<file path="src/rtl/rsrr_pkg.sv">
// Shared types and constants for the reorder receiver.
`default_nettype none

package rsrr_pkg;

  localparam int SEQ_W      = 32;
  localparam int TAG_W      = 16;
  localparam int CMD_W      = 8;
  localparam int CID_W      = 16;
  localparam int KIND_W     = 3;
  localparam int MODE_W     = 2;
  localparam int ADDR_W     = 3;
  localparam int DATA_W     = 32;
  localparam int WINDOW_DEF = 32;

  // Register index as seen in paddr[2].
  localparam logic REG_CLIENT_ID  = 1'b0;
  localparam logic REG_UNREL_CODE = 1'b1;

  typedef enum logic [KIND_W-1:0] {
    KIND_ACK      = 3'd0,
    KIND_DELIVER  = 3'd1,
    KIND_REL      = 3'd2,
    KIND_UNREL    = 3'd3,
    KIND_OVERFLOW = 3'd4
  } kind_t;

  typedef enum logic [MODE_W-1:0] {
    MODE_RECV       = 2'd0,
    MODE_SEND_REL   = 2'd1,
    MODE_SEND_UNREL = 2'd2,
    MODE_RESET      = 2'd3
  } mode_t;

  typedef enum logic [4:0] {
    S_IDLE  = 5'b00001,
    S_EXEC  = 5'b00010,
    S_DELIV = 5'b00100,
    S_DRAIN = 5'b01000,
    S_OVF   = 5'b10000
  } state_t;

  // Commands from the controller to the window store.
  typedef struct packed {
    logic park_we;
    logic rd_en;
    logic clr_one;
    logic clr_all;
  } win_ctl_t;

endpackage

`default_nettype wire

</file>
<file path="src/rtl/reliable_seq_reorder_receiver.sv">
// Top level of the reliable datagram receive reorder buffer.
//
// The input channel takes one beat per event: a received message (mode 0),
// a request to send a reliable or unreliable frame (modes 1 and 2), or a
// session reset (mode 3). The result channel returns zero or more beats per
// event, the final one flagged by out_last. Both channels use valid/ready.
// A received reliable message first yields an ack frame request; if it is
// the expected number it is delivered, followed by every consecutive message
// already parked in the window, and a later number within the window is
// parked in a slot of the tag memory.
// An event is accepted in S_IDLE and its first result is loaded into the
// output register from S_EXEC. Each further result comes from S_DELIV or
// S_DRAIN: the drain walks the window one slot per cycle while the output
// is not stalled, bounded by the single read port of the tag memory, whose
// registered read is issued in the state before the one that it feeds.
// A single output register holds the current result; while the receiver
// stalls it, the sequencer waits before loading another result, and the input is
// taken again as soon as the last result of the event is registered.
// After rst_n both counters read one, the window is empty at once (the slot
// flags reset together) and the configuration registers are zero. A session
// reset does the same but leaves the configuration registers alone.
`default_nettype none

module reliable_seq_reorder_receiver
  import rsrr_pkg::*;
#(
  parameter int WINDOW = WINDOW_DEF
)
(
  input  wire logic              clk,
  input  wire logic              rst_n,
  input  wire logic              in_valid,
  output logic                   in_ready,
  input  wire logic [MODE_W-1:0] in_mode,
  input  wire logic [SEQ_W-1:0]  in_seq,
  input  wire logic              in_reliable,
  input  wire logic              in_is_ack,
  input  wire logic [TAG_W-1:0]  in_payload_tag,
  input  wire logic [CMD_W-1:0]  in_command_id,
  output logic                   out_valid,
  input  wire logic              out_ready,
  output logic      [KIND_W-1:0] out_kind,
  output logic      [SEQ_W-1:0]  out_frame_seq,
  output logic      [SEQ_W-1:0]  out_acked_seq,
  output logic      [CID_W-1:0]  out_sender_id,
  output logic      [TAG_W-1:0]  out_tag,
  output logic      [CMD_W-1:0]  out_command,
  output logic                   out_last,
  input  wire logic              psel,
  input  wire logic              penable,
  input  wire logic              pwrite,
  input  wire logic [ADDR_W-1:0] paddr,
  input  wire logic [DATA_W-1:0] pwdata,
  output logic      [DATA_W-1:0] prdata,
  output logic                   pready
);

  localparam int IDX_W = $clog2(WINDOW);

  // Configuration values seen by the sequencer.
  logic [CID_W-1:0]  client_id;
  logic [SEQ_W-1:0]  unrel_code;

  // Window store interface.
  win_ctl_t          win_ctl;
  logic [IDX_W-1:0]  win_wr_idx, win_rd_idx, win_clr_idx;
  logic [TAG_W-1:0]  win_wr_tag, win_rd_tag;
  logic [WINDOW-1:0] win_valid;

  rsrr_cfg_regs u_cfg (
    .clk        (clk),
    .rst_n      (rst_n),
    .psel       (psel),
    .penable    (penable),
    .pwrite     (pwrite),
    .paddr      (paddr),
    .pwdata     (pwdata),
    .prdata     (prdata),
    .pready     (pready),
    .client_id  (client_id),
    .unrel_code (unrel_code)
  );

  rsrr_window #(
    .WINDOW (WINDOW)
  ) u_window (
    .clk     (clk),
    .rst_n   (rst_n),
    .ctl     (win_ctl),
    .wr_idx  (win_wr_idx),
    .wr_tag  (win_wr_tag),
    .rd_idx  (win_rd_idx),
    .clr_idx (win_clr_idx),
    .rd_tag  (win_rd_tag),
    .valid   (win_valid)
  );

  rsrr_ctrl #(
    .WINDOW (WINDOW)
  ) u_ctrl (
    .clk            (clk),
    .rst_n          (rst_n),
    .in_valid       (in_valid),
    .in_ready       (in_ready),
    .in_mode        (in_mode),
    .in_seq         (in_seq),
    .in_reliable    (in_reliable),
    .in_is_ack      (in_is_ack),
    .in_payload_tag (in_payload_tag),
    .in_command_id  (in_command_id),
    .out_valid      (out_valid),
    .out_ready      (out_ready),
    .out_kind       (out_kind),
    .out_frame_seq  (out_frame_seq),
    .out_acked_seq  (out_acked_seq),
    .out_sender_id  (out_sender_id),
    .out_tag        (out_tag),
    .out_command    (out_command),
    .out_last       (out_last),
    .client_id      (client_id),
    .unrel_code     (unrel_code),
    .win_ctl        (win_ctl),
    .win_wr_idx     (win_wr_idx),
    .win_wr_tag     (win_wr_tag),
    .win_rd_idx     (win_rd_idx),
    .win_clr_idx    (win_clr_idx),
    .win_rd_tag     (win_rd_tag),
    .win_valid      (win_valid)
  );

endmodule

`default_nettype wire

</file>
<file path="src/rtl/rsrr_cfg_regs.sv">
// Configuration registers behind the APB-style port.
`default_nettype none

module rsrr_cfg_regs
  import rsrr_pkg::*;
(
  input  wire logic              clk,
  input  wire logic              rst_n,
  input  wire logic              psel,
  input  wire logic              penable,
  input  wire logic              pwrite,
  input  wire logic [ADDR_W-1:0] paddr,
  input  wire logic [DATA_W-1:0] pwdata,
  output logic      [DATA_W-1:0] prdata,
  output logic                   pready,
  output logic      [CID_W-1:0]  client_id,
  output logic      [SEQ_W-1:0]  unrel_code
);

  logic [CID_W-1:0] client_id_r;
  logic [SEQ_W-1:0] unrel_code_r;
  logic             wr_en;

  assign pready = 1'b1;
  assign wr_en  = psel && penable && pwrite;

  always_ff @(posedge clk) begin
    if (!rst_n) begin
      client_id_r  <= '0;
      unrel_code_r <= '0;
    end else if (wr_en) begin
      if (paddr[2] == REG_CLIENT_ID) begin
        client_id_r <= pwdata[CID_W-1:0];
      end else begin
        unrel_code_r <= pwdata[SEQ_W-1:0];
      end
    end
  end

  always_comb begin
    if (paddr[2] == REG_UNREL_CODE) begin
      prdata = unrel_code_r;
    end else begin
      prdata = {{(DATA_W-CID_W){1'b0}}, client_id_r};
    end
  end

  assign client_id  = client_id_r;
  assign unrel_code = unrel_code_r;

endmodule

`default_nettype wire

</file>
<file path="src/rtl/rsrr_window.sv">
// Window store: parked payload tags in a memory and per-slot valid flags.
`default_nettype none

module rsrr_window
  import rsrr_pkg::*;
#(
  parameter int WINDOW = WINDOW_DEF,
  localparam int IDX_W = $clog2(WINDOW)
)
(
  input  wire logic             clk,
  input  wire logic             rst_n,
  input  wire win_ctl_t         ctl,
  input  wire logic [IDX_W-1:0] wr_idx,
  input  wire logic [TAG_W-1:0] wr_tag,
  input  wire logic [IDX_W-1:0] rd_idx,
  input  wire logic [IDX_W-1:0] clr_idx,
  output logic      [TAG_W-1:0] rd_tag,
  output logic      [WINDOW-1:0] valid
);

  logic [TAG_W-1:0]  tag_mem [WINDOW];
  logic [TAG_W-1:0]  rd_tag_r;
  logic [WINDOW-1:0] valid_r;

  // A slot is written only when it is not valid, and read only once it is
  // valid, so a write and a read of the same slot never share a cycle.
  always_ff @(posedge clk) begin
    if (ctl.park_we) begin
      tag_mem[wr_idx] <= wr_tag;
    end
    if (ctl.rd_en) begin
      rd_tag_r <= tag_mem[rd_idx];
    end
  end

  always_ff @(posedge clk) begin
    if (!rst_n || ctl.clr_all) begin
      valid_r <= '0;
    end else begin
      if (ctl.clr_one) begin
        valid_r[clr_idx] <= 1'b0;
      end
      if (ctl.park_we) begin
        valid_r[wr_idx] <= 1'b1;
      end
    end
  end

  assign rd_tag = rd_tag_r;
  assign valid  = valid_r;

endmodule

`default_nettype wire

</file>
<file path="src/rtl/rsrr_ctrl.sv">
// Sequencer: sequence counters, window walk and the output register.
`default_nettype none

module rsrr_ctrl
  import rsrr_pkg::*;
#(
  parameter int WINDOW = WINDOW_DEF,
  localparam int IDX_W = $clog2(WINDOW)
)
(
  input  wire logic              clk,
  input  wire logic              rst_n,
  input  wire logic              in_valid,
  output logic                   in_ready,
  input  wire logic [MODE_W-1:0] in_mode,
  input  wire logic [SEQ_W-1:0]  in_seq,
  input  wire logic              in_reliable,
  input  wire logic              in_is_ack,
  input  wire logic [TAG_W-1:0]  in_payload_tag,
  input  wire logic [CMD_W-1:0]  in_command_id,
  output logic                   out_valid,
  input  wire logic              out_ready,
  output logic      [KIND_W-1:0] out_kind,
  output logic      [SEQ_W-1:0]  out_frame_seq,
  output logic      [SEQ_W-1:0]  out_acked_seq,
  output logic      [CID_W-1:0]  out_sender_id,
  output logic      [TAG_W-1:0]  out_tag,
  output logic      [CMD_W-1:0]  out_command,
  output logic                   out_last,
  input  wire logic [CID_W-1:0]  client_id,
  input  wire logic [SEQ_W-1:0]  unrel_code,
  output win_ctl_t               win_ctl,
  output logic      [IDX_W-1:0]  win_wr_idx,
  output logic      [TAG_W-1:0]  win_wr_tag,
  output logic      [IDX_W-1:0]  win_rd_idx,
  output logic      [IDX_W-1:0]  win_clr_idx,
  input  wire logic [TAG_W-1:0]  win_rd_tag,
  input  wire logic [WINDOW-1:0] win_valid
);

  localparam logic [IDX_W-1:0] IDX_LAST = IDX_W'(WINDOW - 1);
  localparam logic [IDX_W:0]   WIN_EXT  = (IDX_W+1)'(WINDOW);

  state_t           state_r, state_nxt;
  mode_t            mode_r;
  logic [SEQ_W-1:0] seq_r;
  logic             rel_r, ack_r;
  logic [TAG_W-1:0] tag_r;
  logic [CMD_W-1:0] cmd_r;

  logic [SEQ_W-1:0] expected_r, expected_nxt;
  logic [SEQ_W-1:0] send_seq_r, send_seq_nxt;
  logic [IDX_W-1:0] exp_idx_r, exp_idx_nxt;

  logic             out_valid_r;
  kind_t            out_kind_r;
  logic [SEQ_W-1:0] out_fseq_r, out_aseq_r;
  logic [CID_W-1:0] out_sid_r;
  logic [TAG_W-1:0] out_tag_r;
  logic [CMD_W-1:0] out_cmd_r;
  logic             out_last_r;

  logic             load;
  kind_t            ld_kind;
  logic [SEQ_W-1:0] ld_fseq, ld_aseq;
  logic [CID_W-1:0] ld_sid;
  logic [TAG_W-1:0] ld_tag;
  logic [CMD_W-1:0] ld_cmd;
  logic             ld_last;

  logic             can_load, accept;
  logic             exp_wrap, seq_eq, seq_gt, in_win;
  logic [SEQ_W-1:0] off;
  logic [IDX_W-1:0] idx_inc, park_idx;
  logic [IDX_W:0]   park_sum;

  assign in_ready = (state_r == S_IDLE);
  assign accept   = in_valid && in_ready;
  assign can_load = !out_valid_r || out_ready;

  assign exp_wrap = (expected_r == '1);
  assign idx_inc  = (exp_idx_r == IDX_LAST) ? '0 : exp_idx_r + 1'b1;
  assign seq_eq   = (seq_r == expected_r);
  assign seq_gt   = (seq_r > expected_r);
  assign off      = seq_r - expected_r;
  assign in_win   = (off < SEQ_W'(WINDOW));

  // The slot of a parked number follows from the slot of the expected one,
  // as the offset is below the window size.
  assign park_sum = {1'b0, exp_idx_r} + {1'b0, off[IDX_W-1:0]};
  assign park_idx = (park_sum >= WIN_EXT) ? IDX_W'(park_sum - WIN_EXT)
                                          : park_sum[IDX_W-1:0];

  assign win_wr_idx  = park_idx;
  assign win_wr_tag  = tag_r;
  assign win_rd_idx  = idx_inc;
  assign win_clr_idx = exp_idx_r;

  always_comb begin
    state_nxt    = state_r;
    expected_nxt = expected_r;
    send_seq_nxt = send_seq_r;
    exp_idx_nxt  = exp_idx_r;
    win_ctl      = '0;
    load         = 1'b0;
    ld_kind      = KIND_DELIVER;
    ld_fseq      = '0;
    ld_aseq      = '0;
    ld_sid       = '0;
    ld_tag       = '0;
    ld_cmd       = '0;
    ld_last      = 1'b1;

    unique case (state_r)
      S_IDLE: begin
        if (in_valid) begin
          state_nxt = S_EXEC;
        end
      end
      S_EXEC: begin
        unique case (mode_r)
          MODE_RESET: begin
            expected_nxt    = SEQ_W'(1);
            send_seq_nxt    = SEQ_W'(1);
            exp_idx_nxt     = IDX_W'(1);
            win_ctl.clr_all = 1'b1;
            state_nxt       = S_IDLE;
          end
          MODE_SEND_REL: begin
            if (can_load) begin
              load         = 1'b1;
              ld_kind      = KIND_REL;
              ld_fseq      = send_seq_r;
              ld_sid       = client_id;
              ld_tag       = tag_r;
              ld_cmd       = cmd_r;
              send_seq_nxt = send_seq_r + 1'b1;
              state_nxt    = S_IDLE;
            end
          end
          MODE_SEND_UNREL: begin
            if (can_load) begin
              load      = 1'b1;
              ld_kind   = KIND_UNREL;
              ld_fseq   = unrel_code;
              ld_sid    = client_id;
              ld_tag    = tag_r;
              ld_cmd    = cmd_r;
              state_nxt = S_IDLE;
            end
          end
          MODE_RECV: begin
            if (rel_r) begin
              if (can_load) begin
                load    = 1'b1;
                ld_kind = KIND_ACK;
                ld_fseq = unrel_code;
                ld_aseq = seq_r;
                ld_sid  = client_id;
                if (seq_eq) begin
                  ld_last   = 1'b0;
                  state_nxt = S_DELIV;
                end else if (seq_gt && in_win) begin
                  // A duplicate keeps the payload parked first.
                  win_ctl.park_we = !win_valid[park_idx];
                  state_nxt       = S_IDLE;
                end else if (seq_gt) begin
                  ld_last   = 1'b0;
                  state_nxt = S_OVF;
                end else begin
                  state_nxt = S_IDLE;
                end
              end
            end else if (!ack_r) begin
              if (can_load) begin
                load      = 1'b1;
                ld_fseq   = seq_r;
                ld_tag    = tag_r;
                state_nxt = S_IDLE;
              end
            end else begin
              state_nxt = S_IDLE;
            end
          end
          default: state_nxt = S_IDLE;
        endcase
      end
      S_DELIV, S_DRAIN: begin
        if (can_load) begin
          load    = 1'b1;
          ld_kind = KIND_DELIVER;
          if (state_r == S_DELIV) begin
            ld_fseq = seq_r;
            ld_tag  = tag_r;
          end else begin
            ld_fseq         = expected_r;
            ld_tag          = win_rd_tag;
            win_ctl.clr_one = 1'b1;
          end
          if (exp_wrap) begin
            expected_nxt    = '0;
            exp_idx_nxt     = '0;
            win_ctl.clr_all = 1'b1;
            state_nxt       = S_IDLE;
          end else begin
            expected_nxt = expected_r + 1'b1;
            exp_idx_nxt  = idx_inc;
            if (win_valid[idx_inc]) begin
              ld_last       = 1'b0;
              win_ctl.rd_en = 1'b1;
              state_nxt     = S_DRAIN;
            end else begin
              state_nxt = S_IDLE;
            end
          end
        end
      end
      S_OVF: begin
        if (can_load) begin
          load      = 1'b1;
          ld_kind   = KIND_OVERFLOW;
          ld_fseq   = seq_r;
          ld_tag    = tag_r;
          state_nxt = S_IDLE;
        end
      end
      default: state_nxt = S_IDLE;
    endcase
  end

  always_ff @(posedge clk) begin
    if (!rst_n) begin
      state_r     <= S_IDLE;
      expected_r  <= SEQ_W'(1);
      send_seq_r  <= SEQ_W'(1);
      exp_idx_r   <= IDX_W'(1);
      out_valid_r <= 1'b0;
    end else begin
      state_r    <= state_nxt;
      expected_r <= expected_nxt;
      send_seq_r <= send_seq_nxt;
      exp_idx_r  <= exp_idx_nxt;
      if (load) begin
        out_valid_r <= 1'b1;
      end else if (out_ready) begin
        out_valid_r <= 1'b0;
      end
    end
  end

  always_ff @(posedge clk) begin
    if (accept) begin
      mode_r <= mode_t'(in_mode);
      seq_r  <= in_seq;
      rel_r  <= in_reliable;
      ack_r  <= in_is_ack;
      tag_r  <= in_payload_tag;
      cmd_r  <= in_command_id;
    end
    if (load) begin
      out_kind_r <= ld_kind;
      out_fseq_r <= ld_fseq;
      out_aseq_r <= ld_aseq;
      out_sid_r  <= ld_sid;
      out_tag_r  <= ld_tag;
      out_cmd_r  <= ld_cmd;
      out_last_r <= ld_last;
    end
  end

  assign out_valid     = out_valid_r;
  assign out_kind      = out_kind_r;
  assign out_frame_seq = out_fseq_r;
  assign out_acked_seq = out_aseq_r;
  assign out_sender_id = out_sid_r;
  assign out_tag       = out_tag_r;
  assign out_command   = out_cmd_r;
  assign out_last      = out_last_r;

endmodule

`default_nettype wire

</file>
<file path="config.mk">
export PLATFORM = sky130hd
export DESIGN_NAME = reliable_seq_reorder_receiver
export DESIGN_NICKNAME = d
export VERILOG_FILES = /design/src/rtl/rsrr_pkg.sv /design/src/rtl/reliable_seq_reorder_receiver.sv /design/src/rtl/rsrr_cfg_regs.sv /design/src/rtl/rsrr_window.sv /design/src/rtl/rsrr_ctrl.sv
export SDC_FILE = /design/constraint.sdc
export NUM_CORES = 1
export LEC_CHECK = 0
export ABC_AREA = 1
export BUFFER_PORTS_ARGS = -buffer_cell sky130_fd_sc_hd__buf_2
export CORE_ASPECT_RATIO = 0.8
export CORE_MARGIN = 4
export CORE_UTILIZATION = 52
export DETAILED_ROUTE_END_ITERATION = 8
export HOLD_SLACK_MARGIN = 0.08
export PLACE_DENSITY = 0.7
export SLEW_MARGIN = 20
export SYNTH_ARGS = -nofsm -noshare
export SYNTH_HDL_FRONTEND = slang
export SYNTH_SLANG_ARGS = --single-unit
</file>
<file path="constraint.sdc">
create_clock -name clk -period 9.4 [get_ports clk]
set_input_delay 0.47 -clock clk [delete_from_list [all_inputs] [get_ports clk]]
set_output_delay 0.47 -clock clk [all_outputs]
set_load 0.01 [all_outputs]
</file>
==> impl_metrics.toml <==
[pwr]
p_total_mw = 8.11
combPwrFrac_pct = 6.7
p_int_mw = 6.20
pwr-share-seq_pct = 51.9
clock_power_share_pct = 41.3
power.switching_mw = 1.91
netSwitchingFraction_pct = 23.5
ir_drop_mv = 0.168
p_leak_nw = 16.2
power.density_nw_per_um2 = 183

[routing]
drtIter0Drc = 2941
drtPass1Iterations = 8
ant_nets = 0
totalWireLength_um = 106000
drc = 0
vias_per_cell = 5.74
wl_per_cell_um = 21.0
vias = 28909

[hold_path]
hold-path-endpoint = "u_ctrl.win_wr_tag[1]$_DFFE_PP_"
hp-start = "in_payload_tag[1]"
hold_path.class = "primary input to flop"
min_path_cells = 1

[finish]
final_util_pct = 61.1
syn_to_final_growth_pct = 15.6
fin_nets = 4171
layout_commonest_cell = "edfxtp_1"
most-common-layout-cells = "edfxtp_1, nand2_1, inv_1, nor2_1, buf_2"
drive_above_1_share_pct = 11.9

[timing]
slew_headroom_pct = 24.2
holdWs_ns = 0.110
fin_worst_skew_ns = 0.0735
finalCritPeriodShare_pct = 58.6
setup_viol = 0
hold_viol = 0
min_period_ns = 5.51
tightestPinTransition_ns = 1.14
tns_ns = 0
slew_viol_final = 0
rsz0062_at_grt = "no"
fmax_mhz = 181

[flow_run]
drv_cap = 0

[die]
dieArea_um2 = 78300
die_y_um = 251
ios = 245
core_um2 = 72700
initial_core_util_pct = 52.9
num_rows = 88
fp.dieW_um = 312

[clock_tree]
clkSinkCount = 851
cts_made_buffers = 84
cts_setup_buffers = 0
clk_path_buf_depth = 3
cts_root_buf = "clkbuf_16"
cts_resized = 0
htreeDepth = 3
ctsHoldBuffers = 89
tritoncts = "yes"
clk_pin_slew_worst_paths_ns = 0.06
clkLatencyLatePin_ns = 0.67

[logic_synthesis]
yosys-top-cells-area = "edfxtp_1, dfxtp_1, nand2_1"
yosys_warnings = 0
async_flop_share_pct = 0
avgSynthCellArea_um2 = 10.3
seq_area_frac_synth_pct = 62.5
yosysUniqueCellTypes = 54
syn_inst = 3715
syn-cell-area_um2 = 38400
synth-main-ff-cell = "edfxtp_1"
synth_top_area_cell = "edfxtp_1"
synth_top_area_share_pct = 54.4
syn-num-nets = 3866
ys_ff_latch = 851
synth_edf_count = 696

[critical_path]
start_kind = "flop"
critPathMaxFanout = 66
r2r_end = "u_window.rd_tag[9]$_DFFE_PP_"
end_kind = "flop"
r2r-start = "u_ctrl.win_clr_idx[0]$_SDFFE_PN1P_"
r2r_slack_ns = 3.89
r2r_cells = 17
critPathRequiredTime_ns = 9.66
critPathKind = "flop to flop"
critPathArrivalTime_ns = 5.77

[global_routing]
gr-total-overflow = 0
grtUsageTotal_pct = 26.1
grt_pass1_wl_um = 159000
grt_max_degree = 224
grt_pass1_vias = 26739
antenna_found_initial = 3

[placed_design]
io_buffer_count = 241
dp_hpwl_um = 67000
gp_congestion = 0.920

[run_status]
outcome = "finished clean"
==> cells in the mapped netlist, types with 10 or more instances <==
cell      count
a21oi_1     111
a22oi_1      60
a31oi_1      20
buf_1        15
buf_2        20
clkbuf_1    145
dfxtp_1     155
edfxtp_1    696
ha_1         47
inv_1       451
mux2i_1      67
nand2_1     686
nand3_1      72
nand4_1      22
nor2_1      392
nor2_2       10
nor3_1      133
nor4_1       18
o211ai_1    201
o21ai_0     192
o221ai_1     30
o311ai_0     68
xor2_1       18
==> registers in the layout, indices dropped and copies added, names as in the netlist, 2 cells and up <==
name and cells:
u_ctrl.cmd_r 8, u_ctrl.out_tag 16, u_ctrl.expected_r 32, u_window.valid 32, u_ctrl.out_acked_seq 32, u_ctrl.win_clr_idx 5
u_ctrl.win_wr_tag 16, u_ctrl.out_sender_id 16, u_ctrl.mode_r 2, u_cfg.unrel_code 32, u_ctrl.state_r 5, u_ctrl.out_kind 3
u_ctrl.send_seq_r 32, u_ctrl.seq_r 32, u_ctrl.out_command 8, u_cfg.client_id 16, u_window.tag_mem 512, u_ctrl.out_frame_seq 32
u_window.rd_tag 16
==> cell type report <==
type	instances	area (um^2)
Fill cell	5749	28300
Sequential cell	851	24000
Multi-Input combinational cell	2223	12000
Timing Repair Buffer	402	2690
Clock buffer	116	2280
Inverter	458	1720
Tap cell	945	1180
Clock inverter	40	487
Antenna cell	3	7.51
==> routing by layer <==
metal / wire length [um] / up-vias / GRT usage (%)
met1: 44300 / 13817 / 36.4
li1: - / 13654 / -
met2: 49200 / 1240 / 42.0
met5: 0 / - / 0
met3: 8800 / 198 / 4.53
met4: 3350 / 0 / 8.39
==> power groups by stage <==
| stage | Clock (mW) | Sequential (mW) | Combinational [mW] |
|---|---|---|---|
| floorplan | 0 | 4.28 | 0.311 |
| global placement | 0 | 4.29 | 0.493 |
| detailed placement | 0 | 4.29 | 0.502 |
| CTS | 3.39 | 4.21 | 0.535 |
| global route | 3.55 | 4.21 | 0.606 |
| finish | 3.35 | 4.21 | 0.547 |
==> worst max-delay path, stage by stage, from the launching register on <==
cell,delay [ns]
dfxtp_2,0.31
buf_4,0.48
ha_1,0.54
nand2_1,0.13
nor2_1,0.13
ha_2,0.86
inv_1,0.13
nand2_1,0.11
nor2_1,0.06
clkinv_2,0.26
buf_4,0.66
o311ai_0,0.27
o211ai_1,0.15
a21oi_1,0.09
o21ai_0,0.37
nor2_1,0.08
nand2_1,0.11
inv_1,0.38
==> how the worst max path moves through the flow <==
stage / startpoint / end / slack (ns) / cells past startpoint
2_1_floorplan: u_ctrl.state_r[2]$_SDFFE_PN0P_ / u_ctrl.out_acked_seq[0]$_SDFFCE_PN0P_ / 2.04 / 9
3_3_place_gp: u_ctrl.win_clr_idx[0]$_SDFFE_PN1P_ / u_window.rd_tag[7]$_DFFE_PP_ / 3.96 / 17
3_5_place_dp: u_ctrl.win_clr_idx[0]$_SDFFE_PN1P_ / u_window.rd_tag[15]$_DFFE_PP_ / 3.92 / 17
4_1_cts: u_ctrl.win_clr_idx[0]$_SDFFE_PN1P_ / u_window.rd_tag[9]$_DFFE_PP_ / 3.90 / 17
5_1_grt: u_ctrl.win_clr_idx[0]$_SDFFE_PN1P_ / u_window.rd_tag[5]$_DFFE_PP_ / 3.55 / 17
6_report: u_ctrl.win_clr_idx[0]$_SDFFE_PN1P_ / u_window.rd_tag[9]$_DFFE_PP_ / 3.89 / 17
==> logic make-up after synthesis <==
family          after synthesis  synth area share (%)
buf+inv                     641                  6.37
simple gates               1368                  14.9
compound gates              711                  12.2
xor+xnor                     27                 0.674
other cells                   1               0.00976
mux                          67                  1.75
flops                       851                  62.5
fa+ha+maj                    49                  1.64
==> stage by stage <==
step                      instances  instance area, um^2  setup WS [ns]
after detailed placement       4789                40700           3.92
after global placement         4788                40700           3.96
final                          5038                44400           3.89
after global routing           5037                44400           3.55
after CTS                      5034                44400           3.90
after floorplan                3715                38400           2.04
Note: power is estimated with default switching activity, not from simulation.
